## src/sv/mfi_ram.sv

```systemverilog
module mfi_ram #(
    parameter int WIDTH  = 16,
    parameter int DEPTH  = 64,
    parameter int ADDR_W = $clog2(DEPTH)
) (
    input  logic              aclk,
    input  logic              we,
    input  logic [ADDR_W-1:0] waddr,
    input  logic [WIDTH-1:0]  wdata,
    input  logic [ADDR_W-1:0] raddr,
    output logic [WIDTH-1:0]  rdata
);

    logic [WIDTH-1:0] mem [DEPTH];
    logic [WIDTH-1:0] rdata_reg;

    always_ff @(posedge aclk) begin
        if (we) begin
            mem[waddr] <= wdata;
        end
        rdata_reg <= mem[raddr];
    end

    assign rdata = rdata_reg;

endmodule

```

## config.mk

```make
export PLATFORM = sky130hd
export DESIGN_NAME = mfi_ram
export DESIGN_NICKNAME = d
export VERILOG_FILES = /design/src/sv/mfi_ram.sv
export SDC_FILE = /design/constraint.sdc
export NUM_CORES = 1
export LEC_CHECK = 0
export ABC_CLOCK_PERIOD_IN_PS = 2400
export BUFFER_PORTS_ARGS = -buffer_cell sky130_fd_sc_hd__buf_2
export CAP_MARGIN = 20
export CORE_MARGIN = 1.5
export CORE_UTILIZATION = 40
export CTS_CLUSTER_SIZE = 14
export DETAILED_ROUTE_END_ITERATION = 10
export MAX_ROUTING_LAYER = met4
export PLACE_DENSITY = 0.56
export SLEW_MARGIN = 5
export SYNTH_ARGS = -nofsm -noshare
export SYNTH_HDL_FRONTEND = slang
export SYNTH_SLANG_ARGS = --single-unit
export TNS_END_PERCENT = 50
```

## constraint.sdc

```tcl
create_clock -name aclk -period 2.4 [get_ports aclk]
set_input_delay 0.36 -clock aclk [delete_from_list [all_inputs] [get_ports aclk]]
set_output_delay 0.36 -clock aclk [all_outputs]
set_load 0.005 [all_outputs]
```

After elaboration in Yosys (flattened, before gate mapping)
Memory sizes are Yosys's and may differ from the RTL's. A register that Yosys moved wholly into a read port is not among the register bits.
Cells that the tools add are included.
- register bits after elaboration: 0
- RAM bits: 1024
- input bits: 30
- logic and storage cells: 3
- memories kept: 1
- mux-type cells: 2
- memory list (memory ; words ; bits a word ; read ports ; clocked after memory_dff ; wr ports ; RTL line ; source):
    mem ; 64 ; 16 ; 1 ; 1 ; 1 ; 14 ; logic [WIDTH-1:0] mem [DEPTH];
- operators by type and width (operator ; count):
    $mux W1 ; 2

Longest topological paths before layout
Gate-level depths: netlist (run 1).
- depth after elaboration: 2
- depth in mapped cells: 10
- depth with buffers taken out: 5

Worst setup path after synthesis (run 1)
Ideal clock, no wire load.
- path type: input port to flip-flop
- start point: input waddr[3]
- end point: memory mem[48][0] (enable)
- setup time: 0.409 ns
- arrival: 1.986 ns
- setup slack: 0.005 ns
- stages: 4
- buffers on the path: 1
- cells stage by stage: clkbuf_1 -> nor2b_1 -> nand4b_1 -> nor3_1
- RTL lines (element ; RTL line ; source):
    start, declared ; 8 ; input logic [ADDR_W-1:0] waddr,
    end, declared ; 14 ;
Straight into the memory's write port.

==> results of run 1 <==
-- worst max-delay path, cell delays in order (launching register included) --
cell and delay, ns:
edfxtp_1 0.37, mux4_2 0.48, mux2i_1 0.16, buf_4 0.18, a22oi_1 0.13, a31oi_1 0.53
buf_4 0.23, a311oi_1 0.04
-- cells in the mapped netlist, types with 4 or more instances --
cell type  count
a22o_1         6
nor2_1        72
edfxtp_1    1024
mux2i_1       85
mux2_2        27
buf_4         13
nand4_1       12
a31oi_1        8
a311oi_1       8
buf_12         5
buf_6         17
mux4_1         4
a21oi_1       17
mux4_2       220
a211o_1        8
and4_1         5
nand3_1       24
nor2b_1       30
a221oi_1      16
nand2_1       59
a221o_1        6
a22oi_1       39
o21ai_0        5
dfxtp_1       16
a211oi_1       8
buf_2         36
a41oi_1        5
clkbuf_1      24
-- worst paths after layout --
path	startpoint	end	cells after the start
worst max-delay path	mem[23][11]	rdata[11]	7
worst min-delay path	wdata[8]	mem[17][8]	1
worst max register to register	mem[23][11]	rdata[11]	7
worst min register to register	mem[17][5]	rdata[5]	4
-- per-layer routing --
metal	GRT usage, %	vias up	wire (µm)
met5	-	-	0
li1	-	8348	-
met4	5.67	0	2580
met1	27.8	10700	43300
met2	32.2	622	48500
met3	3.30	142	5640
-- what timing repair did --
item	in CTS	in global routing
endpoints found under the hold margin	1	0
hold buffers	1	0
endpoints found under the setup margin	0	0
-- cells in the final DEF (no fill, tap or decap), drive strengths merged, types with 12 or more instances in the layout --
master and n:
nand2 60, a21oi 17, buf 315, a22oi 39, nor2b 30, mux4 224, nor2 74, nand3 24
mux2 27, edfxtp 1024, bufinv 15, clkinv 52, clkbuf 121, nand4 12, mux2i 85, dfxtp 16
a221oi 16
-- layout make-up --
cell class | count | area, µm²
multi-input cells | 685 | 8250
flip-flops and latches | 1040 | 31100
diodes | 8 | 20.0
fillers | 8029 | 51400
clock inverters | 75 | 744
repair buffers | 316 | 3030
well taps | 1287 | 1610
clock buffers | 121 | 2740
-- stage by stage --
| step | cells | power (W) | util [%] | area, µm² |
|---|---|---|---|---|
| after detailed placement | 3327 | 0.0227 | 44.5 | 43900 |
| after CTS | 3524 | 0.0392 | 48.0 | 47400 |
| final | 3532 | 0.0389 | 48.0 | 47500 |
| after global placement | 3327 | 0.0227 | 44.5 | 43900 |
| after floorplan | 1829 | 0.0216 | - | 40000 |
| after global routing | 3531 | 0.0400 | 48.0 | 47500 |
-- logic make-up after synthesis --
group / share of synthesized area (%)
AO/OA/AOI/OAI: 2.41
buffers and inverters: 1.83
flip-flops: 77.6
multiplexers: 15.5
AND/OR/NAND/NOR: 2.65
-- report_power, final --
part / switching, W / total [W] / internal (W)
Clock: 0.00678 / 0.0165 / 0.00977
Combinational: 0.00124 / 0.00213 / 0.000888
Sequential: 0.0000779 / 0.0202 / 0.0201
Total: 0.00810 / 0.0389 / 0.0308
==> flow_summary_export.csv, run 1 <==
group,metric,value,unit
outcome,status,"finished clean",
clocking,cts_buffer_depth,3,
drt,dr.pass1.iters,7,
finish,drive_gt1_share,32.6,%
placed_design,gp_congestion,0.813,
floorplanning,die_y,319,µm
setup_path,worst-setup-path-type,"flip-flop to flip-flop",
timing,setup_violations,0,
finish,nets,2179,
clocking,insertion_delay,0.67,ns
placed_design,place_hpwl,63800,µm
timing,maxSlewViolCount,0,
finish,syn_to_final_growth,18.5,%
synth,synth_area,40000,µm²
clocking,tritoncts,"done",
drt,antenna_left,0,
drt,vias,19800,
synth,synthCells,1829,
clocking,cts_buffers,106,
clocking,clock_sinks,1040,
synth,synth_area_leaders,"edfxtp_1, mux4_2, mux2i_1",
global_routing,grt_overflow,0,
synth,yosys.area.top_type,"edfxtp_1",
setup_path,crit_path_end_kind,"flip-flop",
setup_path,required,2.93,ns
clocking,clk_pin_slew,0.06,ns
clocking,cts_root_buffer,"clkbuf_16",
placed_design,port-buffer-count,45,
synth,yosysSeqAreaShare,77.6,%
run,maxCapViolations,0,
timing,period_share,93.8,%
synth,ys_warn_count,0,
pwr,ir_drop,0.592,mV
floorplanning,initial_utilization,40.5,%
timing,tightest_slew,1.13,ns
setup_path,cp.arrival,2.78,ns
global_routing,antenna_found_initial,14,
global_routing,grt_usage,20.5,%
timing,maxSlewHeadroom,24.7,%
drt,drc,0,
synth,ys_types,43,
drt,drt_iter0_drc,2052,
setup_path,rrSetupSlack,0.15,ns
timing,finalCriticalPeriod,2.25,ns
global_routing,grt_pass1_vias,20500,
floorplanning,dieArea,102000,µm²
global_routing,grt_pass1_wl,146000,µm
timing,finalWorstSetupSlack,0.149,ns
synth,synth_seq_cells,1040,
global_routing,grt_max_degree,65,
synth,avgSynthCellArea,21.9,µm²
pwr,p_leak,15.4,nW
drt,vias_per_cell,5.60,
synth,synth_flop_cell,"edfxtp_1",
timing,hold_violations,0,
floorplanning,rows,115,
synth,async_reset_ff_share,0,%
setup_path,start_kind,"flip-flop",
worst_hold_path,min_path_type,"input port to flip-flop",
clocking,cts_setup_buffers,0,
placed_design,dp_slack,-0.410,ns
drt,routed_wirelength,100000,µm
timing,fmax,444,MHz
setup_path,path_max_fanout,1,
timing,finClkSkew,0.0205,ns
floorplanning,fp.dieW,319,µm
clocking,htree_num_levels,3,
drt,wl_per_cell,28.3,µm
timing,timing.setup.tns,0,ns
pwr,powerDensity,819,nW/µm²
clocking,cts-resized-gates,0,
timing,rsz0062_at_grt,"false",
floorplanning,num_io_pins,46,
synth,yosysTopAreaCellShare,76.8,%
floorplanning,core,98900,µm²
synth,synth_nets,1859,
finish,largest_reg_flops,1024,
synth,synth_edf_count,1024,
timing,hold-worst-slack,0.0902,ns
Power figures use the tool's default switching activity.
==> run 2: changes to the inputs <==
==> constraint.sdc (replaced) <==
create_clock -name aclk -period 2.4 [get_ports aclk]
set_input_delay 0.24 -clock aclk [delete_from_list [all_inputs] [get_ports aclk]]
set_output_delay 0.24 -clock aclk [all_outputs]
set_load 0.005 [all_outputs]
==> run 2 against run 1 <==
- worst hold slack got worse by 0.042 ns
- combinational power decreased by 2%
- clock-buffer cell count increased by 19
- global-route usage decreased by 0.28 points
- worst setup slack improved by 0.19 ns
- cell area decreased by 1.5%
- fmax increased by 9.3%
- core utilization decreased by 0.73 points
- register-to-register slack improved by 0.19 ns
- wire length decreased by 1.2%
- first-iteration DRC count increased by 7.6%
- power decreased by 1.2%
- critical endpoint unchanged
==> flow_summary_export.csv, run 2 (synthesized netlist as in run 1, its figures left out) <==
group,metric,value,unit
outcome,status,"finished clean",
clocking,clock_sinks,1040,
setup_path,slowest_stage,"mux4_2",
setup_path,crit_family,"multiplexers",
clocking,tritoncts,"done",
drt,drt_iter0_drc,2207,
drt,dr.pass1.iters,5,
timing,finalCriticalPeriod,2.06,ns
placed_design,gp_congestion,0.843,
setup_path,rr_endpoint,"rdata[11]",
timing,maxSlewHeadroom,35.3,%
clocking,clk_pin_slew,0.06,ns
timing,rsz0062_at_grt,"false",
drt,vias,19400,
drt,antenna_left,0,
placed_design,port-buffer-count,45,
floorplanning,initial_utilization,40.5,%
timing,setup_violations,0,
clocking,cts.hold.buffers_added,0,
drt,vias_per_cell,5.56,
setup_path,timing.rr.start,"mem[7][11]",
finish,drive_gt1_share,30.8,%
floorplanning,rows,115,
run,maxCapViolations,0,
setup_path,crit_buf_inv,1,
global_routing,grt_overflow,0,
setup_path,cp.arrival,2.59,ns
pwr,powerDensity,821,nW/µm²
timing,fmax,486,MHz
drt,wl_per_cell,28.4,µm
global_routing,grt_pass1_vias,19900,
pwr,finalPower,0.0384,W
timing,tightest_slew,0.967,ns
timing,period_share,85.8,%
setup_path,required,2.93,ns
global_routing,antenna_found_initial,8,
worst_hold_path,min_from,"wdata[15]",
setup_path,start_kind,"flip-flop",
clocking,htree_num_levels,3,
pwr,p_leak,15.1,nW
clocking,cts_setup_buffers,0,
floorplanning,fp.dieW,319,µm
setup_path,path_max_fanout,1,
drt,drc,0,
timing,hold-worst-slack,0.0481,ns
finish,layout_commonest_cell,"edfxtp_1",
setup_path,worst-setup-path-type,"flip-flop to flip-flop",
setup_path,worstPathCellList,"mux4_2, mux2i_1, a22oi_1, a31oi_1, buf_4, a311oi_1",
floorplanning,dieArea,102000,µm²
timing,finClkSkew,0.0248,ns
setup_path,rrSetupSlack,0.34,ns
clocking,insertion_delay,0.68,ns
worst_hold_path,min_delay_path_depth,2,
worst_hold_path,holdPathEnd,"mem[33][15]",
finish,largest_reg_flops,1024,
setup_path,reg2reg_depth,6,
floorplanning,core,98900,µm²
setup_path,crit_path_end_kind,"flip-flop",
finish,syn_to_final_growth,16.7,%
worst_hold_path,min_path_type,"input port to flip-flop",
floorplanning,num_io_pins,46,
finish,layout_common_cells,"edfxtp_1, mux4_2, buf_4",
placed_design,place_hpwl,62100,µm
timing,maxSlewViolCount,0,
global_routing,grt_usage,20.2,%
finish,fin_util,47.3,%
global_routing,grt_pass1_wl,143000,µm
drt,routed_wirelength,98800,µm
setup_path,critPathMaxStageDelay,0.47,ns
global_routing,grt_max_degree,65,
clocking,cts_buffer_depth,3,
floorplanning,die_y,319,µm
clocking,cts_buffers,106,
finish,nets,2130,
timing,hold_violations,0,
clocking,cts-resized-gates,0,
clocking,cts_root_buffer,"clkbuf_16",
pwr,ir_drop,0.690,mV
## run 2: cell type report
cell class	count	area, µm²
fill	8065	52100
sequential	1040	31100
tap	1287	1610
timing repair buffer	267	2390
multi-input combinational	685	8250
clock inverter	56	529
antenna	5	12.5
clock buffer	140	2870
## run 2: routing by layer
layer  part of all wire, %  routed length [µm]  track usage, %
met5                     0                   0               -
met4                   2.9                2860            6.05
met3                   7.2                7080            4.36
met2                    47               46400            30.5
met1                    43               42500            27.6
## run 2: per-stage QoR
stage	instance area (µm²)	std cells	setup TNS (ns)	setup WS [ns]
after floorplan	40000	1829	0	0.125
after global placement	43300	3278	-0.0695	-0.0695
after detailed placement	43300	3278	-0.103	-0.103
after CTS	46700	3474	0	0.360
after global routing	46700	3479	0	0.291
final	46700	3480	0	0.341
## run 2: power by group
part	switching (W)	internal [W]	total, W
logic	0.00124	0.000839	0.00208
clock network	0.00677	0.00936	0.0161
registers	0.0000739	0.0201	0.0202
total	0.00808	0.0303	0.0384
## run 2: how the worst max path moves through the flow
stage                     from    endpoint  slack (ns)  cells after the start
finish              mem[7][11]   rdata[11]        0.34                      6
detailed placement    raddr[0]   rdata[11]       -0.10                      9
floorplan             waddr[3]  mem[48][0]        0.13                      4
global route        mem[7][11]   rdata[11]        0.29                      6
CTS                 mem[7][11]   rdata[11]        0.36                      6
global placement      raddr[0]   rdata[11]       -0.07                      9
