**config.mk**
```make
export PLATFORM = sky130hd
export DESIGN_NAME = mfi_divider
export DESIGN_NICKNAME = d
export VERILOG_FILES = /design/src/sv/mfi_pkg.sv /design/src/sv/mfi_divider.sv
export SDC_FILE = /design/constraint.sdc
export NUM_CORES = 1
export LEC_CHECK = 0
export BUFFER_PORTS_ARGS = -buffer_cell sky130_fd_sc_hd__buf_2
export CAP_MARGIN = 5
export CORE_UTILIZATION = 50
export CTS_CLUSTER_SIZE = 20
export DETAILED_ROUTE_END_ITERATION = 7
export PLACE_DENSITY = 0.85
export SYNTH_ARGS = -nofsm -noshare
export SYNTH_HDL_FRONTEND = slang
export SYNTH_SLANG_ARGS = --single-unit
```
**constraint.sdc**
```tcl
create_clock -name aclk -period 2.4 [get_ports aclk]
set_input_delay 0.48 -clock aclk [delete_from_list [all_inputs] [get_ports aclk]]
set_output_delay 0.48 -clock aclk [all_outputs]
set_load 0.005 [all_outputs]
```
**src/sv/mfi_pkg.sv**
```systemverilog
package mfi_pkg;

    localparam int DATA_W     = 16;
    localparam int FRAC_W     = 12;
    localparam int IDX_W      = 6;
    localparam int CNT_W      = 7;
    localparam int LC_W       = 3;
    localparam int PADDR_W    = 5;
    localparam int WDEPTH     = 12288;
    localparam int WADDR_W    = 14;
    localparam int BDEPTH     = 192;
    localparam int BADDR_W    = 8;
    localparam int ADEPTH     = 192;
    localparam int AADDR_W    = 8;
    localparam int EDEPTH     = 64;
    localparam int EXP_W      = 17;
    localparam int EXP_Y_W    = 17;
    localparam int SUM_W      = 23;
    localparam int DIVN_W     = 33;
    localparam int DIV_CNT_W  = 6;
    localparam int ACC_W      = 40;
    localparam int PROD_W     = 32;
    localparam int EXP_ZERO_N = 12;

    localparam logic [1:0] REQ_WEIGHT = 2'd0;
    localparam logic [1:0] REQ_BIAS   = 2'd1;
    localparam logic [1:0] REQ_INPUT  = 2'd2;
    localparam logic [1:0] LAYER_NONE = 2'd3;

    localparam logic [2:0] REG_LAYERS = 3'd0;
    localparam logic [2:0] REG_W0     = 3'd1;
    localparam logic [2:0] REG_W1     = 3'd2;
    localparam logic [2:0] REG_W2     = 3'd3;
    localparam logic [2:0] REG_W3     = 3'd4;

    localparam logic [1:0] BANK_IN = 2'd0;
    localparam logic [1:0] BANK_A  = 2'd1;
    localparam logic [1:0] BANK_B  = 2'd2;

    typedef enum logic [4:0] {
        S_IDLE, S_BIAS, S_BIASW, S_MAC, S_DRAIN, S_ROUND, S_SIG0, S_SIGE, S_SIGD,
        S_OWR, S_NEXT, S_EXRD, S_EXW, S_EXE, S_DVRD, S_DVS, S_DVW, S_OUT
    } state_t;

    typedef struct packed {
        logic              start;
        logic [DIVN_W-1:0] num;
        logic [SUM_W-1:0]  den;
    } div_req_t;

    function automatic logic [EXP_W-1:0] exp_int(input logic [3:0] n);
        logic [EXP_W-1:0] r;
        case (n)
            4'd0:    r = 17'd65536;
            4'd1:    r = 17'd24109;
            4'd2:    r = 17'd8869;
            4'd3:    r = 17'd3263;
            4'd4:    r = 17'd1200;
            4'd5:    r = 17'd442;
            4'd6:    r = 17'd162;
            4'd7:    r = 17'd60;
            4'd8:    r = 17'd22;
            4'd9:    r = 17'd8;
            4'd10:   r = 17'd3;
            4'd11:   r = 17'd1;
            default: r = 17'd0;
        endcase
        return r;
    endfunction

    function automatic logic [EXP_W-1:0] exp_frac(input logic [4:0] k);
        logic [EXP_W-1:0] r;
        case (k)
            5'd0:    r = 17'd65536;
            5'd1:    r = 17'd61565;
            5'd2:    r = 17'd57835;
            5'd3:    r = 17'd54331;
            5'd4:    r = 17'd51039;
            5'd5:    r = 17'd47947;
            5'd6:    r = 17'd45042;
            5'd7:    r = 17'd42313;
            5'd8:    r = 17'd39750;
            5'd9:    r = 17'd37341;
            5'd10:   r = 17'd35079;
            5'd11:   r = 17'd32954;
            5'd12:   r = 17'd30957;
            5'd13:   r = 17'd29081;
            5'd14:   r = 17'd27319;
            5'd15:   r = 17'd25664;
            5'd16:   r = 17'd24109;
            default: r = 17'd0;
        endcase
        return r;
    endfunction

endpackage

```
**src/sv/mfi_divider.sv**
```systemverilog
module mfi_divider (
    input  logic                      aclk,
    input  logic                      aresetn,
    input  mfi_pkg::div_req_t         req,
    output logic                      busy,
    output logic                      done,
    output logic [mfi_pkg::DIVN_W-1:0] quot
);
    import mfi_pkg::*;

    logic                 busy_reg, done_reg;
    logic [DIV_CNT_W-1:0] cnt_reg;
    logic [SUM_W-1:0]     rem_reg, den_reg;
    logic [DIVN_W-1:0]    quo_reg;
    logic [SUM_W:0]       trial, diff;
    logic                 ge;

    always_comb begin
        trial = {rem_reg, quo_reg[DIVN_W-1]};
        ge    = trial >= {1'b0, den_reg};
        diff  = trial - {1'b0, den_reg};
    end

    always_ff @(posedge aclk) begin
        if (!aresetn) begin
            busy_reg <= 1'b0;
            done_reg <= 1'b0;
            cnt_reg  <= '0;
        end else begin
            done_reg <= 1'b0;
            if (req.start) begin
                busy_reg <= 1'b1;
                cnt_reg  <= '0;
            end else if (busy_reg) begin
                cnt_reg <= cnt_reg + 1'b1;
                if (cnt_reg == DIV_CNT_W'(DIVN_W - 1)) begin
                    busy_reg <= 1'b0;
                    done_reg <= 1'b1;
                end
            end
        end
    end

    always_ff @(posedge aclk) begin
        if (req.start) begin
            rem_reg <= '0;
            quo_reg <= req.num;
            den_reg <= req.den;
        end else if (busy_reg) begin
            rem_reg <= ge ? diff[SUM_W-1:0] : trial[SUM_W-1:0];
            quo_reg <= {quo_reg[DIVN_W-2:0], ge};
        end
    end

    assign busy = busy_reg;
    assign done = done_reg;
    assign quot = quo_reg;

endmodule

```
Yosys cells after proc, flatten, opt, wreduce, memory -nomap -nowiden
Cells that the tools add are included. Widths: inputs -> output; s select.

Output and inout bits: 35. Register bits: 87. Input port bits: 59. Word-level logic and storage cells: 22.

Equal/unequal tests: 1. Multiplexer cells: 7. Bitwise gates (word level): 2. $add $sub $neg: 2. Magnitude comparators: 1. Reduce and logical (&&, ||, !) cells: 3.

Operator list (count): $mux 33 (2); $ge 24x23->1 (1); $mux 23 (1); $sub 23x23->23 (1); $add 6x1->6 const B (1); $eq 6x6->1 const B (1); $mux 1 (4); $reduce_or 3->1 (1); $not 1->1 (2); $reduce_bool 2->1 (1); $reduce_or 2->1 (1).

Longest topological paths before layout
Depth after elaboration: 4. Gate-level depth with buffers: 12. Depth with buffers taken out: 10.

Worst setup path before layout
OpenSTA, ideal clock, no wires.

Kind: flip-flop to flip-flop. Start point: register quo_reg[32], in the netlist quot[32]. End point: register rem_reg[13]. Required time: 2275 ps. Slack: -67 ps. Data arrival time: 2343 ps. Clock period less this slack: 2467 ps. Stages on the path, launching flop included: 13. Buffers on the path: 2. Library setup time: 125 ps. Cells stage by stage: edfxtp_1 -> inv_1 -> ha_1 -> fa_1 -> nand2b_1 -> a21o_1 -> a211oi_2 -> o311ai_1 -> and2_1 -> buf_6 -> buf_6 -> a32oi_1 -> o31ai_1.

Longest elaborated chain between the ends: 2. Elaborated cells on any way between the ends: 3. Classes of those cells: 1 x add/sub; 1 x order compare; 1 x mux.

Ends and longest elaborated chain: start, declared (RTL line mfi_divider.sv:14) `logic [DIVN_W-1:0] quo_reg;`; start signal, assigned (RTL line mfi_divider.sv:47) `quo_reg <= req.num;`; start signal, assigned (RTL line mfi_divider.sv:51) `quo_reg <= {quo_reg[DIVN_W-2:0], ge};`; $sub 23x23->23 / $ge 24x23->1 (equally long branches) (RTL line mfi_divider.sv:21, mfi_divider.sv:20); $mux 23 * (RTL line mfi_divider.sv:50) `rem_reg <= ge ? diff[SUM_W-1:0] : trial[SUM_W-1:0];`; end signal, assigned (RTL line mfi_divider.sv:50); end, declared (RTL line mfi_divider.sv:13) `logic [SUM_W-1:0] rem_reg, den_reg;`.

Every way passes the cells marked *; elsewhere a longest branch is shown, timed or not. A chain may end at the register's enable or synchronous reset.

Final worst setup path
Start point: register quo_reg[32], in the netlist quot[32]. End point: register rem_reg[22].

Same word-level chain as after synthesis.

==> metrics.csv <==
stage;metric;value;unit
setup_path;arrival time worst endpoint;2.75;ns
timing;max-slew violations;0;
global_route;global-route wire length before repair;18.8;mm
clock_tree;Sinks on Clock Net;87;
logic_synthesis;post-synth top area share;35.1;%
detailed_routing;Vias;4183;
setup_path;CP required;2.66;ns
floorplanning;Die Area;9970;sq um
setup_path;worst-path cell chain;inv_1 -> ha_2 -> fa_2 -> nand2b_4 -> a21o_1 -> a211oi_2 -> o311ai_2 -> and2_4 -> buf_8 -> a32oi_1 -> o21ai_2;
logic_synthesis;cell area after synthesis;4790;sq um
global_route;GRT overflow;0;
flow_run;maxcap violations;0;
detailed_routing;antenna viol nets, final;0;
layout;fill cell count;693;
global_route;vias in the first global route;4032;
floorplanning;initial core utilization;51.8;%
logic_synthesis;Yosys warnings;0;
clock_tree;# H-tree levels;3;
timing;Final Hold Viols;0;
timing;Max Freq;400;MHz
timing;RSZ-0062 raised after global routing;yes;
hold_path;Hold Path Stages;1;
power_and_ir_drop;Peak supply drop;0.382;mV
hold_path;hold_sp;req[0];
setup_path;kind of critical path;flop to flop;
power_and_ir_drop;pwr dens;574;nW/um^2
logic_synthesis;Synth Net Count;539;
global_route;GRT Total Usage;24.4;%
floorplanning;core area;9240;sq um
timing;Worst slew margin;69.2;%
timing;slew at the pin closest to its max-slew limit;0.457;ns
logic_synthesis;Avg Cell Area, Syn;10.5;sq um
setup_path;CP delay by family, top;compound AO/OA/AOI/OAI gates;
setup_path;Reg-to-Reg Start;quot[32]$_DFFE_PP_;
layout;Largest register FFs;33;
clock_tree;hold buffers post-CTS;0;
setup_path;CP Capture Type;flop;
placed_design;dpl ws;-0.224;ns
placed_design;detailed placement HPWL;8.69;mm
logic_synthesis;cell taking the most area after synthesis;edfxtp_1;
floorplanning;die span in x;99.8;um
logic_synthesis;EDFF count, synth;56;
layout;design area;6190;sq um
timing;Period minus WS final;2.50;ns
logic_synthesis;Yosys reg bits;87;
setup_path;Worst path slowest cell;fa_2;
timing;Tcrit/Tclk final;104;%
layout;final design utilization;67.0;%
placed_design;placed instance area;5790;sq um
setup_path;startpoint types;flop;
floorplanning;die height;99.8;um
detailed_routing;drt first-iter violations;287;
clock_tree;Root Buffer;clkbuf_8;
placed_design;number of port buffers;93;
timing;Final setup violation count;12;
setup_path;Reg2Reg Setup Slack;-0.1;ns
logic_synthesis;main flop type after synthesis;edfxtp_1;
logic_synthesis;post-synthesis cell count;454;
floorplanning;total I/O pin count;94;
floorplanning;row cnt;35;
setup_path;CP peak stage delay;0.39;ns
layout;Layout area overhead;29.4;%
placed_design;GP Congestion;0.936;
clock_tree;Worst-Skew Late Latency;0.37;ns
outcome;status;finished, violations left;
power_and_ir_drop;Final Power;3550;uW
timing;skew final;0.0109;ns
detailed_routing;detailed-router iteration count before antenna repair;5;
layout;antenna cells;0;
outcome;failing checks;setup timing;
layout;nets;687;
detailed_routing;Routed WL;12.4;mm
logic_synthesis;synth unique cells;54;
power_and_ir_drop;leak pwr;0.00267;uW
clock_tree;CTS tree;done;
logic_synthesis;top-count cell post-synth;edfxtp_1;
setup_path;reg2reg end;rem_reg[22]$_SDFFE_PP0P_;
clock_tree;total CTS buffers;9;
logic_synthesis;FFs w/ async S/R, synth;0;%
hold_path;hold endpoint;den_reg[0]$_DFFE_PP_;
detailed_routing;Post-route DRC;0;
clock_tree;Worst-path clk slew;0.10;ns
clock_tree;Max Root-Sink Buffers;2;
detailed_routing;DR WL/cell;16.9;um
global_route;largest net degree at the start of global routing;42;
timing;setup ws final;-0.0978;ns
logic_synthesis;register area share after synthesis;48.1;%
logic_synthesis;top cells by count, synth;edfxtp_1 (56), nand2_1 (50), mux2_2 (33), inv_1 (32), dfxtp_1 (31);
setup_path;crit path buf inv count;2;
layout;share of cells above drive strength 1;40.2;%
logic_synthesis;main area contributors after synthesis;edfxtp_1 (35%), dfxtp_1 (13%), mux2_2 (7.8%), ha_1 (6.5%), nand2_1 (3.9%);
global_route;initial antenna violation count;0;
setup_path;cell count of the worst reg-to-reg path;11;
detailed_routing;DR vias/cell;5.68;
hold_path;Hold WC Path Type;primary input to flop;
setup_path;CP Max Fanout;13;
## timing repair
action	CTS	global route
pin swaps	5	16
setup buffers	2	1
hold endpoints to repair	0	0
cloned	1	0
gates resized for setup	7	36
setup endpoints to repair	24	22
## worst max-delay path by stage
stage | slack, ns | from | end | cells after the start
finish | -0.1 | quot[32]$_DFFE_PP_ | rem_reg[22]$_SDFFE_PP0P_ | 11
global route | -0.16 | quot[32]$_DFFE_PP_ | rem_reg[22]$_SDFFE_PP0P_ | 11
CTS | -0.02 | quot[32]$_DFFE_PP_ | rem_reg[18]$_SDFFE_PP0P_ | 12
detailed placement | -0.22 | quot[32]$_DFFE_PP_ | rem_reg[19]$_SDFFE_PP0P_ | 11
global placement | -0.10 | quot[32]$_DFFE_PP_ | rem_reg[18]$_SDFFE_PP0P_ | 11
floorplan | -0.03 | quot[32]$_DFFE_PP_ | rem_reg[18]$_SDFFE_PP0P_ | 12
## metal layers
metal  global-route usage, %  wire, um  up-vias
li1                        -         -     1969
met4                    11.7       373        0
met1                    29.5      4980     2031
met3                    4.67       657       30
met2                    41.8      6420      153
met5                       0         0        -
## placed cells by master (no fill, tap or decap), drive strengths merged, types with 11 or more instances in the layout
| master | synthesis | routed |
|---|---|---|
| nand3 | 15 | 15 |
| nand2 | 50 | 51 |
| inv | 32 | 35 |
| buf | 8 | 154 |
| o21ai | 24 | 24 |
| nor2 | 23 | 23 |
| xor2 | 11 | 11 |
| dfxtp | 31 | 31 |
| mux2 | 33 | 33 |
| edfxtp | 56 | 56 |
| ha | 25 | 25 |
| a21oi | 24 | 24 |
## stage by stage
step                      std cells  setup TNS (ns)  hold slack (ns)
after CTS                       735         -0.0427            0.263
after global placement          716          -0.975            0.470
after detailed placement        716           -2.75            0.481
after global routing            736           -2.47            0.267
final                           736          -0.306            0.276
after floorplan                 454          -0.191            0.443
## where the power goes
group	internal (uW)	switching (uW)
sequential	1720	53.1
clock	496	590
combinational	333	365
total	2540	1010
## cell type report
type | instances | area [sq um] | area share (%)
inverters | 32 | 120 | 1.94
well taps | 129 | 161 | 2.61
flip-flops and latches | 87 | 2300 | 37.2
clock buffers | 9 | 124 | 2.00
multi-input cells | 318 | 2450 | 39.5
repair buffers | 154 | 958 | 15.5
clock inverters | 7 | 80.1 | 1.29
## kinds of logic (layout without fill, tap and decap cells)
| logic type | after synthesis | in the layout | share of synthesized area (%) |
|---|---|---|---|
| and+or+nand+nor | 128 | 129 | 12.5 |
| AOI/OAI and AO/OA | 107 | 107 | 15.8 |
| DFF | 87 | 87 | 48.1 |
| buffers and inverters | 50 | 202 | 4.57 |
| muxes | 35 | 35 | 8.18 |
| adders and majority gates | 26 | 26 | 6.95 |
| xor gates and xnor gates | 21 | 21 | 3.84 |
No activity file was read; power rests on OpenSTA's default activity.
