<file path="src/sv/mfi_pkg.sv">
package mfi_pkg;

    localparam int DATA_W     = 16;
    localparam int FRAC_W     = 12;
    localparam int IDX_W      = 6;
    localparam int CNT_W      = 7;
    localparam int LC_W       = 3;
    localparam int PADDR_W    = 5;
    localparam int WDEPTH     = 12288;
    localparam int WADDR_W    = 14;
    localparam int BDEPTH     = 192;
    localparam int BADDR_W    = 8;
    localparam int ADEPTH     = 192;
    localparam int AADDR_W    = 8;
    localparam int EDEPTH     = 64;
    localparam int EXP_W      = 17;
    localparam int EXP_Y_W    = 17;
    localparam int SUM_W      = 23;
    localparam int DIVN_W     = 33;
    localparam int DIV_CNT_W  = 6;
    localparam int ACC_W      = 40;
    localparam int PROD_W     = 32;
    localparam int EXP_ZERO_N = 12;

    localparam logic [1:0] REQ_WEIGHT = 2'd0;
    localparam logic [1:0] REQ_BIAS   = 2'd1;
    localparam logic [1:0] REQ_INPUT  = 2'd2;
    localparam logic [1:0] LAYER_NONE = 2'd3;

    localparam logic [2:0] REG_LAYERS = 3'd0;
    localparam logic [2:0] REG_W0     = 3'd1;
    localparam logic [2:0] REG_W1     = 3'd2;
    localparam logic [2:0] REG_W2     = 3'd3;
    localparam logic [2:0] REG_W3     = 3'd4;

    localparam logic [1:0] BANK_IN = 2'd0;
    localparam logic [1:0] BANK_A  = 2'd1;
    localparam logic [1:0] BANK_B  = 2'd2;

    typedef enum logic [4:0] {
        S_IDLE, S_BIAS, S_BIASW, S_MAC, S_DRAIN, S_ROUND, S_SIG0, S_SIGE, S_SIGD,
        S_OWR, S_NEXT, S_EXRD, S_EXW, S_EXE, S_DVRD, S_DVS, S_DVW, S_OUT
    } state_t;

    typedef struct packed {
        logic              start;
        logic [DIVN_W-1:0] num;
        logic [SUM_W-1:0]  den;
    } div_req_t;

    function automatic logic [EXP_W-1:0] exp_int(input logic [3:0] n);
        logic [EXP_W-1:0] r;
        case (n)
            4'd0:    r = 17'd65536;
            4'd1:    r = 17'd24109;
            4'd2:    r = 17'd8869;
            4'd3:    r = 17'd3263;
            4'd4:    r = 17'd1200;
            4'd5:    r = 17'd442;
            4'd6:    r = 17'd162;
            4'd7:    r = 17'd60;
            4'd8:    r = 17'd22;
            4'd9:    r = 17'd8;
            4'd10:   r = 17'd3;
            4'd11:   r = 17'd1;
            default: r = 17'd0;
        endcase
        return r;
    endfunction

    function automatic logic [EXP_W-1:0] exp_frac(input logic [4:0] k);
        logic [EXP_W-1:0] r;
        case (k)
            5'd0:    r = 17'd65536;
            5'd1:    r = 17'd61565;
            5'd2:    r = 17'd57835;
            5'd3:    r = 17'd54331;
            5'd4:    r = 17'd51039;
            5'd5:    r = 17'd47947;
            5'd6:    r = 17'd45042;
            5'd7:    r = 17'd42313;
            5'd8:    r = 17'd39750;
            5'd9:    r = 17'd37341;
            5'd10:   r = 17'd35079;
            5'd11:   r = 17'd32954;
            5'd12:   r = 17'd30957;
            5'd13:   r = 17'd29081;
            5'd14:   r = 17'd27319;
            5'd15:   r = 17'd25664;
            5'd16:   r = 17'd24109;
            default: r = 17'd0;
        endcase
        return r;
    endfunction

endpackage

</file>
<file path="src/sv/mfi_expn.sv">
module mfi_expn (
    input  logic                        aclk,
    input  logic                        aresetn,
    input  logic                        in_valid,
    input  logic [mfi_pkg::EXP_Y_W-1:0] y,
    output logic                        out_valid,
    output logic [mfi_pkg::EXP_W-1:0]   e
);
    import mfi_pkg::*;

    logic [4:0]       n;
    logic [3:0]       k;
    logic [7:0]       t;
    logic [EXP_W-1:0] fk, fk1, fdiff, f;
    logic [19:0]      ip;
    logic [11:0]      adj;
    logic             v1_reg, v2_reg, z_reg;
    logic [EXP_W-1:0] f_reg, e_reg;
    logic [3:0]       n_reg;
    logic [33:0]      m;
    logic [33:0]      mr;

    always_comb begin
        n     = y[16:12];
        k     = y[11:8];
        t     = y[7:0];
        fk    = exp_frac({1'b0, k});
        fk1   = exp_frac({1'b0, k} + 5'd1);
        fdiff = fk - fk1;
        ip    = fdiff[11:0] * t;
        adj   = 12'((ip + 20'd128) >> 8);
        f     = fk - {5'd0, adj};
        m     = exp_int(n_reg) * f_reg;
        mr    = (m + 34'd32768) >> 16;
    end

    always_ff @(posedge aclk) begin
        if (!aresetn) begin
            v1_reg <= 1'b0;
            v2_reg <= 1'b0;
        end else begin
            v1_reg <= in_valid;
            v2_reg <= v1_reg;
        end
    end

    always_ff @(posedge aclk) begin
        f_reg <= f;
        n_reg <= n[3:0];
        z_reg <= n >= 5'(EXP_ZERO_N);
        e_reg <= z_reg ? '0 : mr[EXP_W-1:0];
    end

    assign out_valid = v2_reg;
    assign e         = e_reg;

endmodule

</file>
<file path="config.mk">
export PLATFORM = sky130hd
export DESIGN_NAME = mfi_expn
export DESIGN_NICKNAME = d
export VERILOG_FILES = /design/src/sv/mfi_pkg.sv /design/src/sv/mfi_expn.sv
export SDC_FILE = /design/constraint.sdc
export NUM_CORES = 1
export LEC_CHECK = 0
export BUFFER_PORTS_ARGS = -buffer_cell sky130_fd_sc_hd__buf_2
export CAP_MARGIN = 10
export CORE_MARGIN = 2
export CORE_UTILIZATION = 53
export DETAILED_ROUTE_END_ITERATION = 10
export MAX_ROUTING_LAYER = met4
export PLACE_DENSITY = 0.8
export SLEW_MARGIN = 30
export SYNTH_ARGS = -nofsm -noshare
export SYNTH_HDL_FRONTEND = slang
export SYNTH_SLANG_ARGS = --single-unit
</file>
<file path="constraint.sdc">
create_clock -name aclk -period 11.9 [get_ports aclk]
set_input_delay 0.595 -clock aclk [delete_from_list [all_inputs] [get_ports aclk]]
set_output_delay 0.595 -clock aclk [all_outputs]
set_load 0.02 [all_outputs]
</file>
After elaboration in Yosys (flattened, before gate mapping) --
Memories as Yosys holds them, arrays and structs flattened. A register that Yosys moved wholly into a read port is not among the register bits. Index checks and enable logic that the tools add are counted. W data, S select, Z words.
Cells by class: $add $sub $neg 5, multiply operators 2, order comparisons 1
Operator list (count):
- $add A33 B16 Y33 const B | 1
- $mul A17 B17 Y33 | 1
- $add A20 B8 Y20 const B | 1
- $mul A12 B8 Y20 | 1
- $sub A17 B12 Y17 | 1
- $sub A12 B12 Y12 | 1
- $add A4 B1 Y5 const B | 1
- $ge A5 B4 Y1 const B | 1
Word-level totals: bits in registers 37, memory bits (read-only) 1056, output and inout port bits 18, word-level logic and storage cells 16, memories kept 3
Memories:
- (no name shown) | words 32, bits a word 17, read ports 1, clocked after Yosys merged registers in 0, write ports 0, RTL line mfi_pkg.sv:73 | case (k)
- (no name shown) | words 16, bits a word 17, read ports 1, clocked after Yosys merged registers in 0, write ports 0, RTL line mfi_pkg.sv:73
- (no name shown) | words 16, bits a word 15, read ports 1, clocked after Yosys merged registers in 1, write ports 0, RTL line mfi_pkg.sv:53 | case (n)

Depth between registers and ports, before layout --
An unclocked memory read counts as a cell.
depth in word-level cells 6, mapped depth 39, gate-level depth less buffers 36

Worst setup path before layout --
OpenSTA, ideal clock, no wires.
path type input to register, from input port y[8] (netlist name), to register f_reg[10], setup time 0.079 ns, arrival 8.588 ns, data required time 11.821 ns, slack 3.233 ns, stages on the path 35, path buffers 2, cells stage by stage ha_1 -> inv_1 -> ha_1 -> clkbuf_2 -> clkbuf_1 -> mux2i_1 -> a21oi_1 -> a21boi_0 -> ha_1 -> fa_1 -> nor2b_1 -> o21ai_0 -> a21oi_1 -> nor2_1 -> xnor2_1 -> nand2_1 -> fa_1 -> fa_1 -> inv_1 -> fa_1 -> fa_1 -> ha_1 -> and4b_1 -> a221oi_2 -> and2b_2 -> o21a_1 -> nor2_1 -> xor2_1 -> ha_1 -> a211o_1 -> a211oi_2 -> nor2_1 -> or2_0 -> a2111o_1 -> o211ai_1
Between the ends: word-level cells in the longest chain between the ends 6, elaborated cells on any way between the ends 7
RTL lines:
- start, declared | RTL line mfi_expn.sv:5 | input logic [mfi_pkg::EXP_Y_W-1:0] y,
- $add A4 B1 Y5 | RTL line mfi_expn.sv:28 | fk1 = exp_frac({1'b0, k} + 5'd1);
- $mem_v2 Z32 W17
- $sub A12 B12 Y12 | RTL line mfi_expn.sv:29 | fdiff = fk - fk1;
- $mul A12 B8 Y20 | RTL line mfi_expn.sv:30 | ip = fdiff[11:0] * t;
- $add A20 B8 Y20 | RTL line mfi_expn.sv:31 | adj = 12'((ip + 20'd128) >> 8);
- $sub A17 B12 Y17 (*) | RTL line mfi_expn.sv:32 | f = fk - {5'd0, adj};
- named net f[10] | RTL line mfi_expn.sv:14 | logic [EXP_W-1:0] fk, fk1, fdiff, f;
- end signal, assigned | RTL line mfi_expn.sv:48 | f_reg <= f;
- end, declared | RTL line mfi_expn.sv:18 | logic [EXP_W-1:0] f_reg, e_reg;
The timed path passes the listed nets; every way through them passes the cells marked *. A chain may end at the register's enable or synchronous reset.

Worst setup path in the final report --
from input port y[8] (netlist name), to register f_reg[15]
Same word-level chain as after synthesis.

==> impl_metrics.py <==
metrics = {
    "setup_path": {
        "r2r.worst_path.cells": 19,
        "worst_path_max_delay_cell": "ha_1",
        "cp.buffers_inverters": 5,
        "worstReg2RegEnd": "e[16]",
        "worst_ep_arrival_time_ns": 10.02,
        "timing.rr.start": "f_reg[3]",
        "cp-start-kind": "input pin",
        "worst_path_most_repeated_cell": "ha_1",
        "critical_path_depth": 33,
        "critPathKind": "in2reg",
        "critical-path-top-delay-family": "adder cells",
        "cp_data_required_time_ns": 12.07,
        "r2r_slack_ns": 5.58,
        "crit_path_max_incr_delay_ns": 0.70,
        "critPathMaxFanout": 20,
        "critPathCaptureType": "flop",
    },
    "drt": {
        "detail_route.vias_per_cell": 5.646,
        "routed_wl_microns": 36470,
        "detail-route-antenna-nets": 0,
        "dr_total_vias": 12510,
        "detail_route.wl_per_cell_microns": 16.46,
        "drcViolationCount": 0,
        "drt_first_iter_violations": 804,
        "detailedRoute.firstPassIterationCount": 5,
    },
    "timing": {
        "fin_crit_ns": 9.854,
        "final.period_utilization": 0.8281,
        "fin_tns_setup_ns": 0,
        "rsz_0062_raised_after_global_routing": "no",
        "worst-slew-pin-transition_ns": 0.8686,
        "final_hold_viol_count": 0,
        "finalSetupViolations": 0,
        "finalMaxSlewViolations": 0,
        "clock-skew-final_ns": 0.01248,
        "timing.max_slew.rel_slack": 0.4160,
        "timing.final.ws_setup_ns": 2.046,
        "timing.fmax_mhz": 101.5,
    },
    "synthesis": {
        "synth_nets": 2350,
        "synth_compound_gate_area_share": 0.1018,
        "yosysSeqAreaShare": 0.06442,
        "ys.flop_type": "dfxtp_1",
        "largest_family_of_logic_cells_by_synthesized_area": "adder cells",
        "synth-warning-count": 0,
        "synth_area_sq_um": 15850,
        "synthesized_area_fraction_occupied_by_and_or_nand_nor_cells": 0.2088,
        "synth_mux_area_frac": 0.01208,
        "synth_seq_cells": 51,
        "post_synth_inst_count": 1862,
        "synthDistinctLibCells": 75,
        "yosys.area_share.xor_xnor": 0.02432,
        "synthesis.area_per_instance_sq_um": 8.512,
        "async_reset_ff_frac": 0,
        "synth_edf_count": 0,
        "synth_fa_ha_area_frac": 0.4884,
    },
    "clocking": {
        "clk_latency_ns": 0.31,
        "path_clk_slew_ns": 0.08,
        "cts_max_path_buffers": 2,
        "tritoncts_clock_tree": "built",
        "clockRootBuffer": "clkbuf_16",
        "cts_inserted_buffers": 5,
        "ctsHtreeMaxLevel": 2,
        "cts_hold_repair.buffers": 0,
        "clock_sink_count": 51,
        "post_cts_resized": 0,
        "post_cts.repair.setup_buffers": 0,
    },
    "job": {
        "maxCapViolations": 0,
    },
    "final_layout": {
        "fillerInstances": 2662,
        "diodes": 0,
        "final_layout_size_suffix_gt1_frac": 0.03779,
        "area.growth.synth_to_final_pct": 3.173,
        "nNetsFinal": 2313,
    },
    "status": {
        "run_status": "finished, final reports clean",
    },
    "worst_hold_path": {
        "holdPathEnd": "out_valid",
        "worst_hold_startpoint": "v1_reg",
        "worst_min_delay_path_class": "reg2reg",
        "worstHoldPathCells": 1,
    },
    "floorplan": {
        "ios": 38,
        "placement_rows": 63,
        "initial_core_util": 0.5362,
        "dieWidth_microns": 176.9,
        "fp.dieH_microns": 176.9,
        "core_region_area_sq_um": 29560,
        "die-area_sq_um": 31300,
    },
    "global_routing": {
        "global_route.overflow_total": 0,
        "grt_max_degree": 35,
        "groute.usage.overall": 0.2495,
        "antenna_found_initial": 0,
        "grt_first_pass_wirelength_microns": 61410,
        "grt_pass1_vias": 12890,
    },
    "placement": {
        "gp_congestion": 0.9354,
        "number_of_buffers_added_on_ports": 37,
        "dp_hpwl_microns": 29790,
        "post-place-ws_ns": 1.868,
    },
}
[per-layer routing]
layer / global-route usage / part of all wire
met1: 0.3145 / 0.42
met2: 0.4261 / 0.50
met3: 0.02835 / 0.054
met4: 0.06853 / 0.021
met5: - / 0
[layout by cell type (no fill, tap or decap), types with 4 or more instances in the layout]
cell / instances
nor2b_1: 23
buf_2: 37
dfxtp_1: 51
a211oi_1: 7
nand2b_1: 14
o21ai_0: 56
or4_1: 8
nand4_1: 11
inv_1: 334
a211o_1: 4
ha_1: 217
and2_1: 214
a31oi_1: 16
o211ai_1: 10
nor3_1: 25
xnor2_1: 31
nor3b_1: 5
xor2_1: 13
nor2_1: 65
nor4_1: 8
nand3_1: 30
a21oi_1: 61
or3_1: 5
and3_1: 12
o31ai_1: 8
mux4_2: 4
a21o_1: 16
and4b_1: 10
o21a_1: 16
nand2_1: 179
nand3b_1: 4
o21bai_1: 4
clkbuf_16: 5
fa_1: 251
mux2i_1: 9
[worst max-delay path by stage]
stage / startpoint / endpoint / slack (ns)
final: y[8] / f_reg[15] / 2.05
after global routing: y[8] / f_reg[15] / 1.40
after CTS: y[8] / f_reg[15] / 2.13
after detailed placement: y[8] / f_reg[15] / 1.87
after global placement: y[8] / f_reg[15] / 2.21
after floorplan: y[8] / f_reg[10] / 3.23
[cell type report]
| cell class | instances | area [sq um] | share of cell area |
|---|---|---|---|
| clock inverters | 2 | 17.52 | 0.001071 |
| inverters | 335 | 1257 | 0.07690 |
| well taps | 390 | 488.0 | 0.02984 |
| flip-flops and latches | 51 | 1021 | 0.06244 |
| repair buffers | 39 | 200.2 | 0.01224 |
| multi-input cells | 1393 | 13240 | 0.8096 |
| clock buffers | 6 | 128.9 | 0.007881 |
[cell usage after synthesis, types with 5 or more instances]
master    instances  area (sq um)
o21a_1           16         120.1
nor2b_1          23         143.9
fa_1            251          5025
nand3_1          30         150.1
nand4_1          11         68.82
nand2_1         179         671.9
or3_1             5         31.28
o211ai_1         10         75.07
inv_1           334          1254
o21ai_0          56         280.3
dfxtp_1          51          1021
a21oi_1          61         305.3
nor3b_1           5         37.54
xnor2_1          31         271.5
nor3_1           25         125.1
a31oi_1          16         100.1
and3_1           12         75.07
a21o_1           16         120.1
and4b_1          10         100.1
o31ai_1           8         60.06
a211oi_1          7         52.55
xor2_1           13         113.9
and2_1          214          1339
or4_1             8         60.06
nor2_1           65         244.0
buf_2            14         70.07
nand2b_1         14         87.58
nor4_1            8         50.05
mux2i_1           9         90.09
ha_1            217          2715
clkbuf_1         63         236.5
[kinds of logic after synthesis]
family,Yosys count
xor gates and xnor gates,44
buffers and inverters,418
DFF,51
muxes,14
adders and majority gates,468
and+or+nand+nor,624
AOI/OAI and AO/OA,243
[through the flow]
stage               cell area, sq um  cells  hold WS, ns    util
detailed placement             16210   2208       0.4253  0.5482
CTS                            16350   2216       0.4470  0.5532
finish                         16350   2216       0.4427  0.5532
global placement               16210   2208       0.4177  0.5482
floorplan                      15850   1862       0.4118       -
global route                   16350   2216       0.4634  0.5532
Power is not shown: default switching activity piles up to over one toggle a cycle in this logic, so the estimate is an artifact.
